File: src/rtl/core/pba_pkg.sv
// Shared types and codes for the page bitmap allocator.
package pba_pkg;

    localparam int CNT_W  = 17;
    localparam int IDX_W  = 16;
    localparam int LG_W   = 5;
    localparam int ST_W   = 3;
    localparam int FAIL_W = 32;
    localparam int WORD_W = 64;
    localparam int MAX_PAGES = 65536;
    localparam logic [LG_W-1:0] MAX_ALIGN_LOG2 = 5'd16;

    localparam logic [1:0] OP_ALLOC = 2'd0;
    localparam logic [1:0] OP_FREE  = 2'd1;
    localparam logic [1:0] OP_ALIGN = 2'd2;
    localparam logic [1:0] OP_AVAIL = 2'd3;

    localparam logic [ST_W-1:0] ST_OK       = 3'd0;
    localparam logic [ST_W-1:0] ST_BADCNT   = 3'd1;
    localparam logic [ST_W-1:0] ST_NOSPACE  = 3'd2;
    localparam logic [ST_W-1:0] ST_OOB      = 3'd3;
    localparam logic [ST_W-1:0] ST_NOTALLOC = 3'd4;
    localparam logic [ST_W-1:0] ST_BADALIGN = 3'd5;

    localparam logic REG_TOTAL    = 1'b0;
    localparam logic REG_RESERVED = 1'b1;

    typedef enum logic [2:0] {K_SCAN, K_TEST, K_MARK, K_RELEASE, K_AVAIL} kind_t;
    typedef enum logic [1:0] {S_NFI, S_ZERO, S_IDX, S_FIRST} sel_t;
    typedef enum logic [2:0] {P_FAIL, P_SCAN0, P_SCAN2, P_FREE, P_AVAIL} pre_t;

    typedef struct packed {
        logic            load;
        logic            clr;
        logic            rd;
        logic            lat;
        logic            step;
        logic            wb;
        logic            start;
        sel_t            sel;
        kind_t           kind;
        logic            fin;
        logic [ST_W-1:0] fin_st;
        logic            emit;
    } cmd_t;

    typedef struct packed {
        logic            clr_last;
        pre_t            pre;
        logic [ST_W-1:0] pre_st;
        kind_t           kind;
        logic            ptr_out;
        logic            found;
        logic            scan_last;
        logic            cnt_last;
        logic            word_end;
        logic            hit_free;
        logic            walk_done;
    } sts_t;

endpackage

File: src/rtl/core/pba_ctrl.sv
// Sequencer for the page bitmap allocator: clear pass, checks, bitmap walks.
module pba_ctrl (
    input  logic          aclk,
    input  logic          aresetn,
    input  logic          accept,
    input  logic          out_free,
    input  pba_pkg::sts_t sts,
    output pba_pkg::cmd_t cmd,
    output logic          idle
);
    import pba_pkg::*;

    typedef enum logic [3:0] {
        CLR, IDLE, CHK, RD, LAT, STEP, WB, GO_MARK, DONE
    } state_t;

    state_t state_reg, state_next;
    logic   pass_reg, pass_next;

    assign idle = (state_reg == IDLE);

    always_comb begin
        cmd        = '0;
        state_next = state_reg;
        pass_next  = pass_reg;
        case (state_reg)
            CLR: begin
                cmd.clr = 1'b1;
                if (sts.clr_last) state_next = IDLE;
            end
            IDLE: begin
                if (accept) begin
                    cmd.load   = 1'b1;
                    state_next = CHK;
                end
            end
            CHK: begin
                case (sts.pre)
                    P_FAIL: begin
                        cmd.fin    = 1'b1;
                        cmd.fin_st = sts.pre_st;
                        state_next = DONE;
                    end
                    P_SCAN0: begin
                        cmd.start = 1'b1; cmd.sel = S_NFI; cmd.kind = K_SCAN;
                        pass_next = 1'b0; state_next = RD;
                    end
                    P_SCAN2: begin
                        cmd.start = 1'b1; cmd.sel = S_ZERO; cmd.kind = K_SCAN;
                        pass_next = 1'b1; state_next = RD;
                    end
                    P_FREE: begin
                        cmd.start = 1'b1; cmd.sel = S_IDX; cmd.kind = K_TEST;
                        state_next = RD;
                    end
                    P_AVAIL: begin
                        cmd.start = 1'b1; cmd.sel = S_IDX; cmd.kind = K_AVAIL;
                        state_next = RD;
                    end
                    default: state_next = IDLE;
                endcase
            end
            RD: begin
                if (sts.kind == K_SCAN && sts.ptr_out) begin
                    if (!pass_reg) begin
                        // next-fit pass exhausted: retry from page zero
                        cmd.start = 1'b1; cmd.sel = S_ZERO; cmd.kind = K_SCAN;
                        pass_next = 1'b1;
                    end else begin
                        cmd.fin = 1'b1; cmd.fin_st = ST_NOSPACE;
                        state_next = DONE;
                    end
                end else begin
                    cmd.rd     = 1'b1;
                    state_next = LAT;
                end
            end
            LAT: begin
                cmd.lat    = 1'b1;
                state_next = STEP;
            end
            STEP: begin
                cmd.step = 1'b1;
                case (sts.kind)
                    K_SCAN: begin
                        if (sts.found) begin
                            state_next = GO_MARK;
                        end else if (sts.scan_last) begin
                            if (!pass_reg) begin
                                cmd.start = 1'b1; cmd.sel = S_ZERO; cmd.kind = K_SCAN;
                                pass_next = 1'b1; state_next = RD;
                            end else begin
                                cmd.fin = 1'b1; cmd.fin_st = ST_NOSPACE;
                                state_next = DONE;
                            end
                        end else if (sts.word_end) begin
                            state_next = RD;
                        end
                    end
                    K_TEST: begin
                        if (sts.hit_free) begin
                            cmd.fin = 1'b1; cmd.fin_st = ST_NOTALLOC;
                            state_next = DONE;
                        end else if (sts.cnt_last) begin
                            cmd.start = 1'b1; cmd.sel = S_IDX; cmd.kind = K_RELEASE;
                            state_next = RD;
                        end else if (sts.word_end) begin
                            state_next = RD;
                        end
                    end
                    default: begin
                        if (sts.cnt_last || sts.word_end) state_next = WB;
                    end
                endcase
            end
            WB: begin
                cmd.wb = 1'b1;
                if (sts.walk_done) begin
                    cmd.fin = 1'b1; cmd.fin_st = ST_OK;
                    state_next = DONE;
                end else begin
                    state_next = RD;
                end
            end
            GO_MARK: begin
                cmd.start = 1'b1; cmd.sel = S_FIRST; cmd.kind = K_MARK;
                state_next = RD;
            end
            DONE: begin
                if (out_free) begin
                    cmd.emit   = 1'b1;
                    state_next = IDLE;
                end
            end
            default: state_next = IDLE;
        endcase
    end

    always_ff @(posedge aclk) begin
        if (!aresetn) begin
            state_reg <= CLR;
            pass_reg  <= 1'b0;
        end else begin
            state_reg <= state_next;
            pass_reg  <= pass_next;
        end
    end

endmodule

File: config.mk
export PLATFORM = sky130hd
export DESIGN_NAME = pba_ctrl
export DESIGN_NICKNAME = d
export VERILOG_FILES = /design/src/rtl/core/pba_pkg.sv /design/src/rtl/core/pba_ctrl.sv
export SDC_FILE = /design/constraint.sdc
export NUM_CORES = 1
export LEC_CHECK = 0
export BUFFER_PORTS_ARGS = -buffer_cell sky130_fd_sc_hd__buf_2
export CORE_MARGIN = 2
export CORE_UTILIZATION = 47
export CTS_BUF_LIST = sky130_fd_sc_hd__clkbuf_4 sky130_fd_sc_hd__clkbuf_8
export DETAILED_ROUTE_END_ITERATION = 7
export PLACE_DENSITY = 0.82
export SLEW_MARGIN = 5
export SYNTH_ARGS = -nofsm -noshare
export SYNTH_HDL_FRONTEND = slang
export SYNTH_SLANG_ARGS = --single-unit
File: constraint.sdc
create_clock -name aclk -period 2.96 [get_ports aclk]
set_input_delay 0.888 -clock aclk [delete_from_list [all_inputs] [get_ports aclk]]
set_output_delay 0.888 -clock aclk [all_outputs]
set_load 0.01 [all_outputs]
==> results_dict.tcl <==
set metrics [dict create \
    status "finished, final reports clean" \
    drt_pass1_iterations 4 \
    fillers 132 \
    synthesis.nets 127 \
    cp-end-kind "output pin" \
    final_cell_mix "buf_2, nand2_1, buf_4, nor2_1" \
    critPathMostFrequentCell "buf_2" \
    wl_per_cell_um 15.0 \
    crit_chain "buf_2 -> nor4b_2 -> buf_4 -> a32oi_1 -> o22ai_2 -> a221o_1 -> buf_2" \
    power.total_uw 269 \
    drive_above_1_share_pct 42.0 \
    htreeDepth 1 \
    holdBufCountCts 0 \
    core_area_um2 1540 \
    tritoncts "done" \
    viasPerCell 6.44 \
    peakVddDrop_v 0.000435 \
    gr-total-overflow 0 \
    largest_reg_flops 4 \
    netlist_area_um2 791 \
    maxCapViolCount 0 \
    die_h_um 45.0 \
    period_share_pct 97.1 \
    arrival_ns 1.99 \
    cpMaxStageDelayCell "a221o_1" \
    yosysSeqAreaShare_pct 12.7 \
    p_leak_uw 0.000550 \
    start_util_pct 51.3 \
    topRoutingLayerUsed "met4" \
    fin_skew_ns 0.00355 \
    rows 14 \
    ant_nets 0 \
    syn_avg_cell_area_um2 7.46 \
    numCtsBuffers 3 \
    nets 172 \
    postCtsSetupBuffers 0 \
    wl_met2_um 1180 \
    clock_latency_ns 0.24 \
    ys_async_sr_fraction_pct 0 \
    dp_hpwl_um 1940 \
    synth_edf_count 0 \
    placed_area_um2 1030 \
    track_usage_pct 26.3 \
    wl_met1_um 1060 \
    finalSetupViolCount 0 \
    clk_pin_slew_ns 0.04 \
    clock-sinks 5 \
    antenna_found_initial 0 \
    required_ns 2.07 \
    yosysWarnings 0 \
    routed_wl_um 2480 \
    maxSlewViolCount 0 \
    syn_to_final_growth_pct 36.6 \
    io-pin-count 39 \
    wl_met3_um 217 \
    path_max_fanout 3 \
    drc 0 \
    io_buffers 38 \
    slowest_delay_ns 0.26 \
    gp_congestion 0.913 \
    final_common_cell "buf_2" \
    num_vias 1069 \
    slew_headroom_pct 69.4 \
    grt_pass1_wl_um 4050 \
    worst_slack_ns 0.0848 \
    tightest_slew_ns 0.447 \
    grt_pass1_vias 961 \
    setup_tns_ns 0 \
    final_cells 166 \
    powerDensity_nw_per_um2 249 \
    ys.flop_type "dfxtp_1" \
    pre_cts_ws_ns 0.0937 \
    die_w_um 45.0 \
    clock_path_buffers 2 \
    hold_violations 0 \
    hold_class "flop to flop" \
    clock.fmax_ghz 0.348 \
    n_antenna_cell 0 \
    ys_seq_elements 5 \
    synth_cells 106 \
    die-area_um2 2030 \
    critical_path_class "input port to output pin" \
    clockRootBuffer "clkbuf_4" \
    period_minus_slack_ns 2.88 \
    dp.cells 162 \
    synth.distinct_cells 50 \
    start_kind "input port" \
    dr.first_iter.drc_count 38 \
    grt_setup_unrepaired "false" \
    grt_max_degree 15 \
    fin_area_um2 1080 \
]
## final timing paths
kind | from | to | slack (ns) | depth (start not counted)
worst min register to register | pass_reg$_SDFFE_PN0P_ | pass_reg$_SDFFE_PN0P_ | 0.52 | 2
worst max-delay path | sts[6] | cmd[10] | 0.08 | 7
worst min-delay path | pass_reg$_SDFFE_PN0P_ | pass_reg$_SDFFE_PN0P_ | 0.52 | 2
worst max register to register | state_reg[1]$_SDFFE_PN0P_ | state_reg[1]$_SDFFE_PN0P_ | 1.19 | 5
## timing repair
action                                  CTS  global route
endpoints found under the setup margin    0             5
gates resized for setup                   0             4
hold endpoints to repair                  0             0
## logic make-up (layout without fill, tap and decap cells)
kind of cell / Yosys count / in the layout / synth area share, %
compound gates: 30 / 30 / 30.9
xor+xnor: 3 / 3 / 3.32
buf+inv: 9 / 53 / 5.54
flops: 5 / 5 / 12.7
mux: 2 / 2 / 2.53
simple gates: 57 / 57 / 45.1
## layer usage
| metal | vias up | global-route usage [%] |
|---|---|---|
| met3 | 4 | 4.40 |
| met1 | 498 | 33.3 |
| met2 | 60 | 47.1 |
| met5 | - | 0 |
| met4 | 0 | 4.12 |
| li1 | 507 | - |
## final cells by class
class                      count  area, µm²  area share (%)
clock buffer                   4       30.0            2.78
inverter                       3       11.3            1.04
multi-input combinational     92        668            61.9
sequential                     5        100            9.27
tap                           16       20.0            1.85
timing repair buffer          46        250            23.2
## Yosys cell counts (3+ instances only)
library cell / n / area, µm²
o21ai_0: 3 / 15.0
and3_1: 3 / 18.8
nor3_1: 5 / 25.0
a21o_1: 3 / 22.5
nand2_1: 14 / 52.6
and2_1: 3 / 18.8
nand2b_1: 3 / 18.8
nor2_1: 7 / 26.3
buf_2: 5 / 25.0
dfxtp_1: 5 / 100
nor4b_1: 3 / 26.3
## critical path: cells and delay by family
family	cells	cell delay, ns
AND/OR/NAND/NOR	1	0.14
buffers and inverters	3	0.37
AO/OA/AOI/OAI	3	0.58
## per-stage QoR
step	hold slack, ns	util [%]
finish	0.523	70.0
global route	0.565	70.0
CTS	0.523	68.7
detailed placement	0.516	66.7
global placement	0.499	66.7
floorplan	0.465	-
## power breakdown
part / total, µW / leakage, µW / internal, µW / switching [µW]
Combinational: 102 / 0.000490 / 46.2 / 56.3
Clock: 86.9 / 0.0000184 / 60.0 / 26.9
Sequential: 80.1 / 0.0000407 / 70.6 / 9.49
No activity file was read; power rests on OpenSTA's default activity.
